<file path="src/sv/gaussian_smooth_vector_stream_unit_defines.svh">
// Assertion helpers shared by the smoother's RTL.
// Both expect a clock named clk and an active-low reset named arst_n in scope.
`ifndef GAUSSIAN_SMOOTH_VECTOR_STREAM_UNIT_DEFINES_SVH
`define GAUSSIAN_SMOOTH_VECTOR_STREAM_UNIT_DEFINES_SVH

// Same-cycle implication
`define GSVS_ASSERT_NOW(label, ante, cons, msg) \
	label: assert property (@(posedge clk) disable iff (!arst_n) (ante) |-> (cons)) \
		else $error(msg);

// Next-cycle implication
`define GSVS_ASSERT_NEXT(label, ante, cons, msg) \
	label: assert property (@(posedge clk) disable iff (!arst_n) (ante) |=> (cons)) \
		else $error(msg);

`endif

</file>
<file path="src/sv/gsvs_pkg.sv">
`default_nettype none

package gsvs_pkg;

	// Fixed field widths and number formats
	localparam int SAMPLE_BITS    = 32;
	localparam int FRAC_BITS      = 16;
	localparam int COEF_W         = 16;
	localparam int WEIGHT_W       = 25;
	localparam int TAP_RADIUS_DEF = 12;

	// Request carried on the input channel
	typedef struct packed {
		logic signed [SAMPLE_BITS-1:0] sample_x;
		logic signed [SAMPLE_BITS-1:0] sample_y;
		logic signed [SAMPLE_BITS-1:0] sample_z;
		logic                          final_frame;
	} in_item_t;

	// Request carried on the output channel
	typedef struct packed {
		logic signed [SAMPLE_BITS-1:0] smooth_x;
		logic signed [SAMPLE_BITS-1:0] smooth_y;
		logic signed [SAMPLE_BITS-1:0] smooth_z;
		logic                          run_end;
	} out_item_t;

	// Status of one filter lane
	typedef struct packed {
		logic                          done;
		logic signed [SAMPLE_BITS-1:0] value;
	} lane_out_t;

	// Control from the sequencer to the output stage
	typedef struct packed {
		logic load;
		logic run_end;
	} merge_ctl_t;

	// Gaussian weight exp(-d*d/18) in unsigned Q1.24
	function automatic logic [WEIGHT_W-1:0] gauss_w(input int d);
		logic [WEIGHT_W-1:0] w;
		case (d)
			0:       w = 25'd16777216;
			1:       w = 25'd15870566;
			2:       w = 25'd13434144;
			3:       w = 25'd10175896;
			4:       w = 25'd6897320;
			5:       w = 25'd4183436;
			6:       w = 25'd2270549;
			7:       w = 25'd1102742;
			8:       w = 25'd479250;
			9:       w = 25'd186378;
			10:      w = 25'd64859;
			11:      w = 25'd20197;
			12:      w = 25'd5628;
			13:      w = 25'd1403;
			14:      w = 25'd313;
			15:      w = 25'd63;
			16:      w = 25'd11;
			17:      w = 25'd2;
			default: w = '0;
		endcase
		return w;
	endfunction

	// Kernel weight sum: centre plus both wings
	function automatic logic [31:0] gauss_total(input int radius);
		logic [31:0] sum;
		sum = 32'(gauss_w(0));
		for (int d = 1; d <= radius; d++) begin
			sum = sum + 32'(2 * gauss_w(d));
		end
		return sum;
	endfunction

endpackage

`default_nettype wire

</file>
<file path="src/sv/gsvs_merge.sv">
`default_nettype none

module gsvs_merge import gsvs_pkg::*; (
	input  logic                        clk,
	input  logic                        arst_n,
	input  merge_ctl_t                  ctl,
	input  logic [2:0][SAMPLE_BITS-1:0] vals,
	input  logic                        stall,
	output out_item_t                   item,
	output logic                        valid,
	output logic                        free
);

	out_item_t item_q;
	logic      valid_q;

	// Output register can take a new request when empty or being drained
	assign free = !valid_q || !stall;

	// Hold the valid flag until the downstream side takes the request
	always_ff @(posedge clk or negedge arst_n) begin
		if (!arst_n) begin
			valid_q <= 1'b0;
		end else if (ctl.load) begin
			valid_q <= 1'b1;
		end else if (!stall) begin
			valid_q <= 1'b0;
		end
	end

	// Pack the three lane results and tag the end of the run
	always_ff @(posedge clk) begin
		if (ctl.load) begin
			item_q.smooth_x <= vals[0];
			item_q.smooth_y <= vals[1];
			item_q.smooth_z <= vals[2];
			item_q.run_end  <= ctl.run_end;
		end
	end

	assign item  = item_q;
	assign valid = valid_q;

endmodule

`default_nettype wire

</file>
<file path="config.mk">
export PLATFORM = sky130hd
export DESIGN_NAME = gsvs_merge
export DESIGN_NICKNAME = d
export VERILOG_FILES = /design/src/sv/gaussian_smooth_vector_stream_unit_defines.svh /design/src/sv/gsvs_pkg.sv /design/src/sv/gsvs_merge.sv
export SDC_FILE = /design/constraint.sdc
export NUM_CORES = 1
export LEC_CHECK = 0
export BUFFER_PORTS_ARGS = -buffer_cell sky130_fd_sc_hd__buf_2
export CORE_AREA = 2 2 78 137
export CTS_CLUSTER_SIZE = 24
export DETAILED_ROUTE_END_ITERATION = 7
export DIE_AREA = 0 0 80 139
export HOLD_SLACK_MARGIN = 0.02
export SETUP_SLACK_MARGIN = 0.4
export SKIP_LAST_GASP = 1
export SYNTH_ARGS = -nofsm -noshare
export SYNTH_HDL_FRONTEND = slang
export SYNTH_SLANG_ARGS = --single-unit
</file>
<file path="constraint.sdc">
create_clock -name clk -period 0.8 [get_ports clk]
set_input_delay 0 -clock clk [delete_from_list [all_inputs] [get_ports clk]]
set_output_delay 0 -clock clk [all_outputs]
set_load 0.02 [all_outputs]
</file>
; Yosys cells after proc, flatten, opt, wreduce, memory -nomap -nowiden
; Index checks and enable logic that the tools add are counted.
; W data, S select, Z words.
[classes]
n_eq_ne = 1
shift = 0
addsub = 0
n_bitwise = 0
n_mul = 0
reduce_logical = 3
muxes = 2
div_mod_pow = 0
order_cmp = 0
[ops]
columns = operator, count
row1 = $logic_not A1 Y1, 2
row2 = $mux W1, 2
row3 = $ne A2 B2 Y1 const B, 1
row4 = $logic_or A1 B1 Y1, 1
[word_totals]
mem_bits_ro = 0
register_bits = 98
n_memories = 0
latch_bits = 0
mem_bits_rw = 0
input_bits = 101
wordCells = 11
out_inout_bits = 99

; Logic depth before layout (Yosys ltp)
[logic_depth]
depth_word = 2
ltp_mapped = 1
mapped_depth_nobuf = 1

; Least setup slack after synthesis
; OpenSTA, ideal clock, no wires.
[synth_timing]
path_type = reg2reg
start = register valid (netlist name)
end = register valid_q, in the netlist valid
path_slack_ps = 67
n_path_buf = 0
required_time_ps = 682
arrival_ps = 615
period_less_slack_ps = 733
stages_incl_launch_ff = 2
setup_ps = 118
path_cell_list = dfrtp_1 a21o_1
[synth_lines]
columns = element, line
row1 = to (signal assigned), gsvs_merge.sv:23  ; valid_q <= 1'b0;
row2 = to (signal assigned), gsvs_merge.sv:25  ; valid_q <= 1'b1;
row3 = to (signal assigned), gsvs_merge.sv:27  ; valid_q <= 1'b0;
row4 = to (decl), gsvs_merge.sv:15  ; logic valid_q;

; Worst setup path after layout
[layout_timing]
start = register valid_q, in the netlist valid
end = output port free
[layout_via]
elab_chain_cells = 2
[layout_lines]
columns = element, line
row1 = $logic_not A1 Y1, gsvs_merge.sv:18  ; assign free = !valid_q || !stall;
row2 = $logic_or A1 B1 Y1, gsvs_merge.sv:18
row3 = to (decl), gsvs_merge.sv:11  ; output logic free
; Every way passes these cells.

==> impl_metrics.tcl <==
set metrics [dict create \
    crit_buf_inv 1 \
    io_buffers 199 \
    route.detailed.drc 0 \
    postCtsSetupBuffers 0 \
    synth_seq_cells 98 \
    path_delay_family "flip-flops" \
    ir_drop_mv 1.49 \
    pre_cts_slack_ns 0.113 \
    worstPathMaxFanout 3 \
    cts_tree "built" \
    synth_cells 100 \
    overflow 0 \
    dieArea_mm2 0.0111 \
    cpPeakStageDelay_ns 0.42 \
    synth_area_per_cell_um2 29.5 \
    drive_above_1_share_pct 68.8 \
    gp_congestion 0.819 \
    seqCellArea_mm2 0.00294 \
    layout_commonest_cell "buf_2" \
    max_cap_viol_count 0 \
    start_util_pct 29.3 \
    cts_buffer_depth 2 \
    synth_nets 201 \
    dp_hpwl_mm 5.44 \
    crit_slowest_cell "dfrtp_2" \
    synth_top_cells_by_area "edfxtp_1 (99%), dfrtp_1 (0.85%), a21o_1 (0.25%), nand2_1 (0.13%)" \
    synth_area_mm2 0.00295 \
    dr.pass1.iters 4 \
    finalSetupViolCount 99 \
    hold_buffers 1 \
    rows 49 \
    grt_pass1_vias 1954 \
    synth_top_area_share_pct 98.8 \
    core-area_mm2 0.0101 \
    fill_cells 882 \
    path_clk_slew_ns 0.07 \
    wl_per_cell_um 15.4 \
    synth_compound_area_share_pct 0.255 \
    fin_util_pct 49.1 \
    clk_latency_ns 0.33 \
    chipWidth_um 80 \
    yosysTopAreaCell "edfxtp_1" \
    synthAdderAreaFrac_pct 0 \
    rsz0062_at_grt "true" \
    crit_type "register to primary output" \
    grt_pass1_wl_mm 10.0 \
    holdWs_ns -0.169 \
    viasPerCell 4.04 \
    worst_pin_slew_ns 0.159 \
    ys_types 4 \
    powerDensity_mw_per_mm2 2460 \
    synth_xor_area_share_pct 0 \
    muxShareOfSynthArea_pct 0 \
    crit_path_cell_trace "nand2_2 -> buf_6" \
    synth_top_family_by_area "compound AO/OA/AOI/OAI gates" \
    setup_ws_ns -0.120 \
    grt_use_total_pct 12.5 \
    area_delta_synth_final_pct 67.5 \
    crit_required_ns 0.80 \
    cts_max_level 3 \
    fin_crit_ns 0.920 \
    period_share_pct 115 \
    ctsRootBufferMaster "clkbuf_16" \
    drv_slew 0 \
    fin_nets 416 \
    ys_seq_area_share_pct 99.6 \
    drt_iter0_drc 86 \
    total_power_mw 12.2 \
    io_pins 200 \
    outcome "finished with violations" \
    failed_checks "negative hold slack, negative setup slack" \
    yosysWarningCount 0 \
    skew_ns 0 \
    cts_made_buffers 9 \
    clock-sinks 98 \
    report.final.hold_viol_count 99 \
    crit_path_end_kind "primary output" \
    die-height_um 139 \
    vias 1812 \
    max_freq_ghz 1.09 \
    grt_start_max_net_pins 31 \
    wl_mm 6.88 \
    worstSetupStartpointType "register" \
    relSlewSlack_pct 89.4 \
    power_leakage_nw 2.08 \
    final_cell_mix "buf_2 (129), edfxtp_1 (97), buf_6 (69)" \
    crit_arrival_ns 0.92 \
    antenna_found_initial 1 \
    multi_input_area_um2 13.8 \
    synth-simple-area-share_pct 0.127 \
    hold_class "input pin to register" \
    antenna_left 0 \
    tns_ns -6.11 \
]
==> where the power goes <==
group	total [mW]	internal, mW	switching, mW
clock	4.29	2.47	1.82
combinational	1.62	0.785	0.834
sequential	6.26	6.10	0.157
==> Yosys cell counts <==
library cell and number:
dfrtp_1 1, nand2_1 1, a21o_1 1, edfxtp_1 97
==> worst paths after layout <==
| check | start | to | slack [ns] | cells past startpoint |
|---|---|---|---|---|
| max | valid$_DFFE_PN0P_ | free | -0.12 | 2 |
| min | vals[63] | item[64]$_DFFE_PP_ | -0.17 | 1 |
| max reg2reg | valid$_DFFE_PN0P_ | valid$_DFFE_PN0P_ | 0.13 | 1 |
| min reg2reg | valid$_DFFE_PN0P_ | valid$_DFFE_PN0P_ | 0.51 | 1 |
| max in group asynchronous | arst_n | valid$_DFFE_PN0P_ | 0.73 | 2 |
| min in group asynchronous | arst_n | valid$_DFFE_PN0P_ | -0.03 | 2 |
==> what timing repair did <==
action                     CTS  global route
gates resized for setup     65            76
setup endpoints to repair  100           100
hold endpoints to repair    99            99
==> cells by family (layout without fill, tap and decap cells) <==
logic type,after synthesis,in the layout
compound gates,1,1
flops,98,98
buf+inv,0,220
simple gates,1,1
other cells,0,1
==> layout make-up <==
type	instances	share of cell area, %
Antenna cell	1	0.0507
Clock buffer	10	4.64
Clock inverter	6	1.52
Multi-Input combinational cell	2	0.279
Sequential cell	98	59.5
Tap cell	127	3.22
Timing Repair Buffer	204	30.8
==> metal layers <==
layer	share of wire [%]	GRT usage (%)	vias up
met1	32	12.3	816
met5	0	0	-
li1	-	-	840
met3	11	5.08	24
met4	5.8	10.2	0
met2	52	20.0	132
==> state kept, by name, summed over array words and instances, names as in the netlist <==
signal  cells
item       97
valid       1
==> stage by stage <==
stage / cells / instance area (um^2) / hold slack [ns]
finish: 448 / 4940 / -0.169
global placement: 430 / 4190 / -0.223
detailed placement: 430 / 4190 / -0.223
CTS: 447 / 4700 / -0.183
global route: 448 / 4940 / -0.184
floorplan: 100 / 2950 / -0.296
Note: power is estimated with default switching activity, not from simulation.
