### config.mk
export PLATFORM = sky130hd
export DESIGN_NAME = gsvs_lane
export DESIGN_NICKNAME = d
export VERILOG_FILES = /design/src/sv/gaussian_smooth_vector_stream_unit_defines.svh /design/src/sv/gsvs_pkg.sv /design/src/sv/gsvs_lane.sv
export SDC_FILE = /design/constraint.sdc
export NUM_CORES = 2
export LEC_CHECK = 0
export ABC_AREA = 1
export BUFFER_PORTS_ARGS = -buffer_cell sky130_fd_sc_hd__buf_4
export CAP_MARGIN = 20
export CORE_UTILIZATION = 40
export DETAILED_ROUTE_END_ITERATION = 8
export SKIP_CTS_REPAIR_TIMING = 1
export SYNTH_ARGS = -nofsm -noshare
export SYNTH_HDL_FRONTEND = slang
export SYNTH_SLANG_ARGS = --single-unit
### constraint.sdc
create_clock -name clk -period 15.6 [get_ports clk]
set_clock_uncertainty 0.1 [all_clocks]
set_input_delay 0.78 -clock clk [delete_from_list [all_inputs] [get_ports clk]]
set_output_delay 0.78 -clock clk [all_outputs]
set_load 0.01 [all_outputs]
### src/sv/gaussian_smooth_vector_stream_unit_defines.svh
// Assertion helpers shared by the smoother's RTL.
// Both expect a clock named clk and an active-low reset named arst_n in scope.
`ifndef GAUSSIAN_SMOOTH_VECTOR_STREAM_UNIT_DEFINES_SVH
`define GAUSSIAN_SMOOTH_VECTOR_STREAM_UNIT_DEFINES_SVH

// Same-cycle implication
`define GSVS_ASSERT_NOW(label, ante, cons, msg) \
	label: assert property (@(posedge clk) disable iff (!arst_n) (ante) |-> (cons)) \
		else $error(msg);

// Next-cycle implication
`define GSVS_ASSERT_NEXT(label, ante, cons, msg) \
	label: assert property (@(posedge clk) disable iff (!arst_n) (ante) |=> (cons)) \
		else $error(msg);

`endif

### src/sv/gsvs_pkg.sv
`default_nettype none

package gsvs_pkg;

	// Fixed field widths and number formats
	localparam int SAMPLE_BITS    = 32;
	localparam int FRAC_BITS      = 16;
	localparam int COEF_W         = 16;
	localparam int WEIGHT_W       = 25;
	localparam int TAP_RADIUS_DEF = 12;

	// Request carried on the input channel
	typedef struct packed {
		logic signed [SAMPLE_BITS-1:0] sample_x;
		logic signed [SAMPLE_BITS-1:0] sample_y;
		logic signed [SAMPLE_BITS-1:0] sample_z;
		logic                          final_frame;
	} in_item_t;

	// Request carried on the output channel
	typedef struct packed {
		logic signed [SAMPLE_BITS-1:0] smooth_x;
		logic signed [SAMPLE_BITS-1:0] smooth_y;
		logic signed [SAMPLE_BITS-1:0] smooth_z;
		logic                          run_end;
	} out_item_t;

	// Status of one filter lane
	typedef struct packed {
		logic                          done;
		logic signed [SAMPLE_BITS-1:0] value;
	} lane_out_t;

	// Control from the sequencer to the output stage
	typedef struct packed {
		logic load;
		logic run_end;
	} merge_ctl_t;

	// Gaussian weight exp(-d*d/18) in unsigned Q1.24
	function automatic logic [WEIGHT_W-1:0] gauss_w(input int d);
		logic [WEIGHT_W-1:0] w;
		case (d)
			0:       w = 25'd16777216;
			1:       w = 25'd15870566;
			2:       w = 25'd13434144;
			3:       w = 25'd10175896;
			4:       w = 25'd6897320;
			5:       w = 25'd4183436;
			6:       w = 25'd2270549;
			7:       w = 25'd1102742;
			8:       w = 25'd479250;
			9:       w = 25'd186378;
			10:      w = 25'd64859;
			11:      w = 25'd20197;
			12:      w = 25'd5628;
			13:      w = 25'd1403;
			14:      w = 25'd313;
			15:      w = 25'd63;
			16:      w = 25'd11;
			17:      w = 25'd2;
			default: w = '0;
		endcase
		return w;
	endfunction

	// Kernel weight sum: centre plus both wings
	function automatic logic [31:0] gauss_total(input int radius);
		logic [31:0] sum;
		sum = 32'(gauss_w(0));
		for (int d = 1; d <= radius; d++) begin
			sum = sum + 32'(2 * gauss_w(d));
		end
		return sum;
	endfunction

endpackage

`default_nettype wire

### src/sv/gsvs_lane.sv
`default_nettype none

module gsvs_lane import gsvs_pkg::*; #(
	parameter int TAP_RADIUS = TAP_RADIUS_DEF
) (
	input  logic                                  clk,
	input  logic                                  arst_n,
	input  logic                                  start,
	input  logic [2*TAP_RADIUS:0][SAMPLE_BITS-1:0] taps,
	output lane_out_t                             res
);

	localparam int STEP_W = $clog2(TAP_RADIUS + 1);
	localparam int PAIR_W = SAMPLE_BITS + 1;
	localparam int PROD_W = PAIR_W + COEF_W + 1;
	localparam int ACC_W  = PROD_W + $clog2(TAP_RADIUS + 1);
	localparam int HI_W   = ACC_W - SAMPLE_BITS + 1;
	localparam logic [31:0] TOTAL = gauss_total(TAP_RADIUS);
	localparam logic signed [SAMPLE_BITS-1:0] SAT_MAX = {1'b0, {(SAMPLE_BITS-1){1'b1}}};
	localparam logic signed [SAMPLE_BITS-1:0] SAT_MIN = {1'b1, {(SAMPLE_BITS-1){1'b0}}};

	logic [COEF_W-1:0]        coef_tab [TAP_RADIUS+1];
	logic signed [PAIR_W-1:0] pair_q   [TAP_RADIUS+1];
	logic                     busy_q;
	logic [STEP_W-1:0]        step_q;
	logic signed [PROD_W-1:0] prod_s1;
	logic                     pv_s1;
	logic                     pfirst_s1;
	logic                     plast_s1;
	logic signed [ACC_W-1:0]  acc_q;
	logic                     fin_s2;
	logic signed [ACC_W-1:0]  rnd;
	logic [HI_W-1:0]          hi;
	logic                     ovf;
	logic signed [SAMPLE_BITS-1:0] value_q;
	logic                     done_q;

	// Build the Q0.16 taps, step k pairs with distance TAP_RADIUS-k from the centre
	for (genvar k = 0; k <= TAP_RADIUS; k++) begin : g_coef
		localparam int DIST = TAP_RADIUS - k;
		localparam logic [47:0] CVAL =
			((48'(gauss_w(DIST)) << 16) + 48'(TOTAL / 2)) / 48'(TOTAL);
		assign coef_tab[k] = CVAL[COEF_W-1:0];
	end

	// Fold the symmetric window into pairs on start, then advance one pair a step
	always_ff @(posedge clk) begin
		if (start) begin
			for (int k = 0; k <= TAP_RADIUS; k++) begin
				if (k == TAP_RADIUS) begin
					pair_q[k] <= {taps[k][SAMPLE_BITS-1], taps[k]};
				end else begin
					pair_q[k] <= $signed({taps[k][SAMPLE_BITS-1], taps[k]})
						+ $signed({taps[2*TAP_RADIUS-k][SAMPLE_BITS-1],
						taps[2*TAP_RADIUS-k]});
				end
			end
		end else if (busy_q) begin
			for (int k = 0; k < TAP_RADIUS; k++) begin
				pair_q[k] <= pair_q[k+1];
			end
		end
	end

	// Step sequencing and pipeline flags; the step count parks on the last pair
	always_ff @(posedge clk or negedge arst_n) begin
		if (!arst_n) begin
			busy_q    <= 1'b0;
			step_q    <= '0;
			pv_s1     <= 1'b0;
			pfirst_s1 <= 1'b0;
			plast_s1  <= 1'b0;
			fin_s2    <= 1'b0;
			done_q    <= 1'b0;
		end else begin
			if (start) begin
				busy_q <= 1'b1;
				step_q <= '0;
			end else if (busy_q) begin
				if (step_q == STEP_W'(TAP_RADIUS)) begin
					busy_q <= 1'b0;
				end else begin
					step_q <= step_q + STEP_W'(1);
				end
			end
			pv_s1     <= busy_q;
			pfirst_s1 <= busy_q && (step_q == '0);
			plast_s1  <= busy_q && (step_q == STEP_W'(TAP_RADIUS));
			fin_s2    <= pv_s1 && plast_s1;
			done_q    <= fin_s2;
		end
	end

	// Multiply one pair by its tap, then accumulate
	always_ff @(posedge clk) begin
		prod_s1 <= pair_q[0] * $signed({1'b0, coef_tab[step_q]});
		if (pv_s1) begin
			acc_q <= (pfirst_s1 ? ACC_W'(0) : acc_q) + ACC_W'(prod_s1);
		end
		if (fin_s2) begin
			value_q <= ovf ? (rnd[ACC_W-1] ? SAT_MIN : SAT_MAX) : rnd[SAMPLE_BITS-1:0];
		end
	end

	// Round half up out of Q.16 and detect overflow of the sample range
	assign rnd = (acc_q + ACC_W'(1 << (FRAC_BITS - 1))) >>> FRAC_BITS;
	assign hi  = rnd[ACC_W-1:SAMPLE_BITS-1];
	assign ovf = !(&hi) && (|hi);

	assign res.done  = done_q;
	assign res.value = value_q;

endmodule

`default_nettype wire

Word level (Yosys, flattened, before mapping). Memory sizes are Yosys's and may differ from the RTL's. Index checks and enable logic that the tools add are counted.

Register bits: 146. Latch bits: 0. Bits in writable memories: 429. ROM bits: 256. Bits of input ports: 803. Output and inout bits: 33. Memories kept: 2.

Memory list: pair_q (depth 13, width 33, rd ports 13, clocked after Yosys merged registers in 0, write ports 13, line gsvs_lane.sv:23) `logic signed [PAIR_W-1:0] pair_q [TAP_RADIUS+1];`; (name not given) (depth 16, width 16, rd ports 1, clocked after Yosys merged registers in 0, write ports 0, line gsvs_lane.sv:96) `prod_s1 <= pair_q[0] * $signed({1'b0, coef_tab[step_q]});`.

Add/sub/neg operators: 15. $mul: 1. Div/mod/pow operators: 0. $lt $le $gt $ge: 1. Equality and inequality tests: 2. Shifts and indexed selects: 0. Multiplexer cells: 28. Bitwise operators: 13. Reduce and logical (&&, ||, !) cells: 10.

Operators by type and width (number): 32-bit by 32-bit adder with 33-bit output (12); 33-bit two-way mux (12); 32-bit two-way mux (2); 54-bit by 17-bit adder with 54-bit output, second input constant (1); 54-bit by 50-bit adder with 54-bit output (1); 54-bit two-way mux (1); 33-bit by 17-bit multiplier with 50-bit output (1); 16-bit two-way mux (2); 4-bit two-way mux (3); 1-bit bitwise OR (12); 1-bit two-way mux (8); 7-bit AND reduction (1); 7-bit OR reduction (1); 5-bit greater-or-equal comparator, second input constant (1); 4-bit NOT with 5-bit output (1); 4-bit by 1-bit adder with 4-bit output, second input constant (1); 4-bit == test, second input constant (1); 1-bit logical AND (4); 4-bit zero test (1); 2-bit inequality test, second input constant (1); 2-bit AND reduction (1); 2-bit nonzero test (1); 1-bit zero test (1).

Longest topological paths before layout.
Depth after elaboration: 5. Mapped depth: 33.

Worst setup path before layout. OpenSTA, ideal clock, no wires.

Path kind: in2reg. Start point: input port start. End point: memory pair_q[0][0] (netlist bit), enable pin. Setup time: 2894 ps. Arrival time: 7836 ps. Setup slack: 4770 ps. Stages: 4. Cells stage by stage: clkinv_1 -> clkbuf_1 -> clkbuf_1 -> nand2_1.

RTL lines: start: declaration (line gsvs_lane.sv:8) `input logic start,`; end: declaration (line gsvs_lane.sv:23).

Worst setup path in the final report.
Start point: register step_q[3]. End point: register prod_s1[43].

Cells in the longest elaborated chain, start to end: 5.

RTL lines: start: declaration (line gsvs_lane.sv:25) `logic [STEP_W-1:0] step_q;`; start signal: assignment (line gsvs_lane.sv:83) `step_q <= step_q + STEP_W'(1);`; 4-bit NOT with 5-bit output (not written as such) (line gsvs_lane.sv:96); memory 16 x 16 bit; 16-bit two-way mux (not written as such) (2 in a row) (line gsvs_lane.sv:96); 33-bit by 17-bit multiplier with 50-bit output (line gsvs_lane.sv:96); end signal: assignment (line gsvs_lane.sv:96); end: declaration (line gsvs_lane.sv:26) `logic signed [PROD_W-1:0] prod_s1;`.

No other way between the ends. The select of a mux whose other input is x is not followed. A chain may end at the register's enable or synchronous reset.

==> results.md <==
* Status: complete, no violations
* Critical Path Fanout Max at 31
* Hold path cells at 1
* Most frequent CP cell: inv_1
* Commonest non-fill, non-tap cells in the layout: nand2_1, inv_1, nor2_1, buf_4, a21oi_1
* Grt ovf at 0
* Setup Viol. Count Final at 0
* First DRT Iteration DRCs at about 6400
* Share of cells above drive strength 1 at between 10% and 20%
* Fin Hold WS at approximately 0.15 ns
* Net Sw Frac at 49.2%
* DR vias/cell at 5.43
* Post-Synthesis Cells at between 8000 and 9000
* Clk slew on worst S/H paths at 0.07 ns
* Top cell type by total area after synthesis: edfxtp_1
* PortBufs at approximately 840
* R2R cell count at 28
* P_int at between 4000 and 5000 µW
* Worst setup EP type: register
* RSZ-0062 raised after global routing: false
* Leakage power at about 0.036 µW
* H-tree levels at 3
* Die Span X at a little over 400 µm
* HP Class: input pin to register
* Final HPWL DP at roughly 250000 µm
* Fmax at ~0.12 GHz
* Max-Cap Viols at 0
* Top cells by area, synth: edfxtp_1, nand2_1, fa_1
* Clock power share at between 10% and 20%
* Post-synth ARST share at between 1.5 and 2%
* Final period util at a little over half
* Sequential area share after synthesis at between 20 and 30%
* Initial antenna violation count at 46
* Core Rows at 148
* Post-route DRC at 0
* Worst reg2reg startpoint: step_q[3]
* Hold Crit Start: taps[402]
* Fillcell total at about 17000
* Relative max-transition margin at about 22%
* Post-synth cell types at slightly above 40
* Max VDD drop at around 0.096 mV
* Yosys reg bits at about 570
* Comb pwr share at 56.2%
* Cell area after synthesis at roughly 66000 µm²
* Commonest non-fill, non-tap cell in the layout: nand2_1
* Layout overhead on the synthesized area at 16.8%
* Crit path required time at 16.07 ns
* End of the worst hold path: pair_q[0][414]
* WS Path Type: register to register
* CTS tree: yes
* Ys Warns at 0
* Clock latency on the worst-skew pair at just under 0.7 ns
* Endpoints failing hold at 0
* First-pass GRT wire length at 425000 µm
* R2R setup slack at 7.38 ns
* Fin nets at 11600
* P per Cell Area at approximately 130 nW/µm²
* Drt total wl at just under 300000 µm
* Max incr delay on CP at 0.81 ns
* Top FF cell, synth: edfxtp_1
* Crit path launch type: register
* Die H at roughly 410 µm
* Worst path slowest cell: nor2_4
* Drt first pass iters at 8
* Core region area at between 150000 and 200000 µm²
* Mapped Avg Cell Area at between 7 and 8 µm²
* Initial Util at about 40%
* Arrival @ worst endpoint at 8.69 ns
* CTS Buffer Depth at 3
* Register share of total power at 25.6%
* Total GRT Usage at 35.2%
* Fin. max-slew vios at 0
* Routed len/inst at ~25 µm
* P_sw at between 4000 and 5000 µW
* Root buffer cell: clkbuf_16
* Number of synthesized flops with an enable pin at about 510
* DIE AREA at about 170000 µm²
* Number of global-route vias before repair at about 65000
* Post-Syn Nets at roughly 11000
* Number of buffers created by CTS at approximately 70
* Clock Sinks at between 500 and 600
* Io pins at 836
* Total Power at about 9600 µW
* Final min period at between 8 and 9 ns
* RR Endpoint: prod_s1[43]
* Routability cong. at between 1 and 1.5
* Largest net degree at the start of global routing at approximately 100
* Share of the synthesized area in the top cell type at about a quarter
* Setup TNS at 0 ns
* Least-Margin Pin Slew at ~1.2 ns
* Routed Antenna Nets at 0
* DR vias at 65200
## power groups by stage
| stage | clock (µW) | sequential, µW | combinational (µW) |
|---|---|---|---|
| after global routing | 1820 | 2490 | 5960 |
| after floorplan | 0 | 2290 | 3420 |
| after global placement | 0 | 2490 | 5370 |
| after CTS | 1760 | 2460 | 5380 |
| after detailed placement | 0 | 2490 | 5350 |
| final | 1740 | 2460 | 5410 |
## cell families (layout without fill, tap and decap cells)
kind of cell / after synthesis / in the layout / synth area share, %
other cells: 0 / 21 / 0
buf+inv: 1337 / 2163 / 7.76
compound gates: 1519 / 1519 / 12.3
xor+xnor: 265 / 265 / 3.54
simple gates: 4282 / 4282 / 26.5
fa+ha+maj: 1009 / 1009 / 24.4
flops: 574 / 574 / 25.5
## layout make-up
class	count	area, µm²	share of cell area [%]
clock inverters	43	465	0.608
diodes	21	52.6	0.0686
clock buffers	88	1910	2.50
multi-input cells	7075	43800	57.2
repair buffers	867	6530	8.53
inverters	1165	4380	5.72
flip-flops and latches	574	16700	21.8
well taps	2175	2720	3.55
## critical path: cells and delay by family, from the launching register on
family                     cells  cell delay (ns)
AOI/OAI and AO/OA              4             1.54
and+or+nand+nor                8             1.73
adders and majority gates      7             2.99
DFF                            1             0.56
buffers and inverters          9             1.15
## Yosys cell counts (all sizes together) (4+ instances only)
master and number:
nand2 2628, inv 1159, nor2 974, a21oi 711, o21ai 602, ha 561, edfxtp 514, nand3 457
fa 448, xnor2 151, clkbuf 128, xor2 114, nand3b 108, nor3 74, o21a 55, dfxtp 50
o21bai 50, buf 44, a21o 41, a31oi 24, a21boi 19, nand4 16, nor4 12, o211ai 12
or2 12, dfrtp 10, clkinv 6, o22ai 4
## layer usage
metal / wire, µm / up-vias / track usage [%] / part of all wire (%)
met5: 220 / - / 0 / 0.074
li1: - / 30800 / - / -
met4: 12400 / 34 / 13.4 / 4.2
met1: 126000 / 31400 / 46.2 / 43
met2: 136000 / 2537 / 57.5 / 46
met3: 21000 / 464 / 6.29 / 7.1
## sequential cells by signal, indices dropped and copies added (netlist names)
register,flops
acc_q,54
busy_q,1
done_q,1
fin_s2,1
pair_q,428
pfirst_s1,1
plast_s1,1
prod_s1,50
pv_s1,1
step_q,4
value_q,32
## metrics by stage
step	instances	utilization, %	instance area, µm²	setup slack, ns
after floorplan	8986	-	65600	4.77
after global placement	11900	45.5	74100	7.45
after detailed placement	11900	45.5	74100	7.47
after CTS	12000	47.0	76500	7.44
after global routing	12000	47.0	76600	6.92
final	12000	47.0	76600	7.38
## worst max path at each step
stage                         start           end  slack, ns  cells past startpoint
after floorplan               start  pair_q[0][0]       4.77                      4
after global placement    step_q[3]   prod_s1[43]       7.45                     28
after detailed placement  step_q[3]   prod_s1[43]       7.47                     28
after CTS                 step_q[3]   prod_s1[43]       7.44                     28
after global routing      step_q[3]   prod_s1[43]       6.92                     29
final                     step_q[3]   prod_s1[43]       7.38                     28
Note: power is estimated with default switching activity, not from simulation.
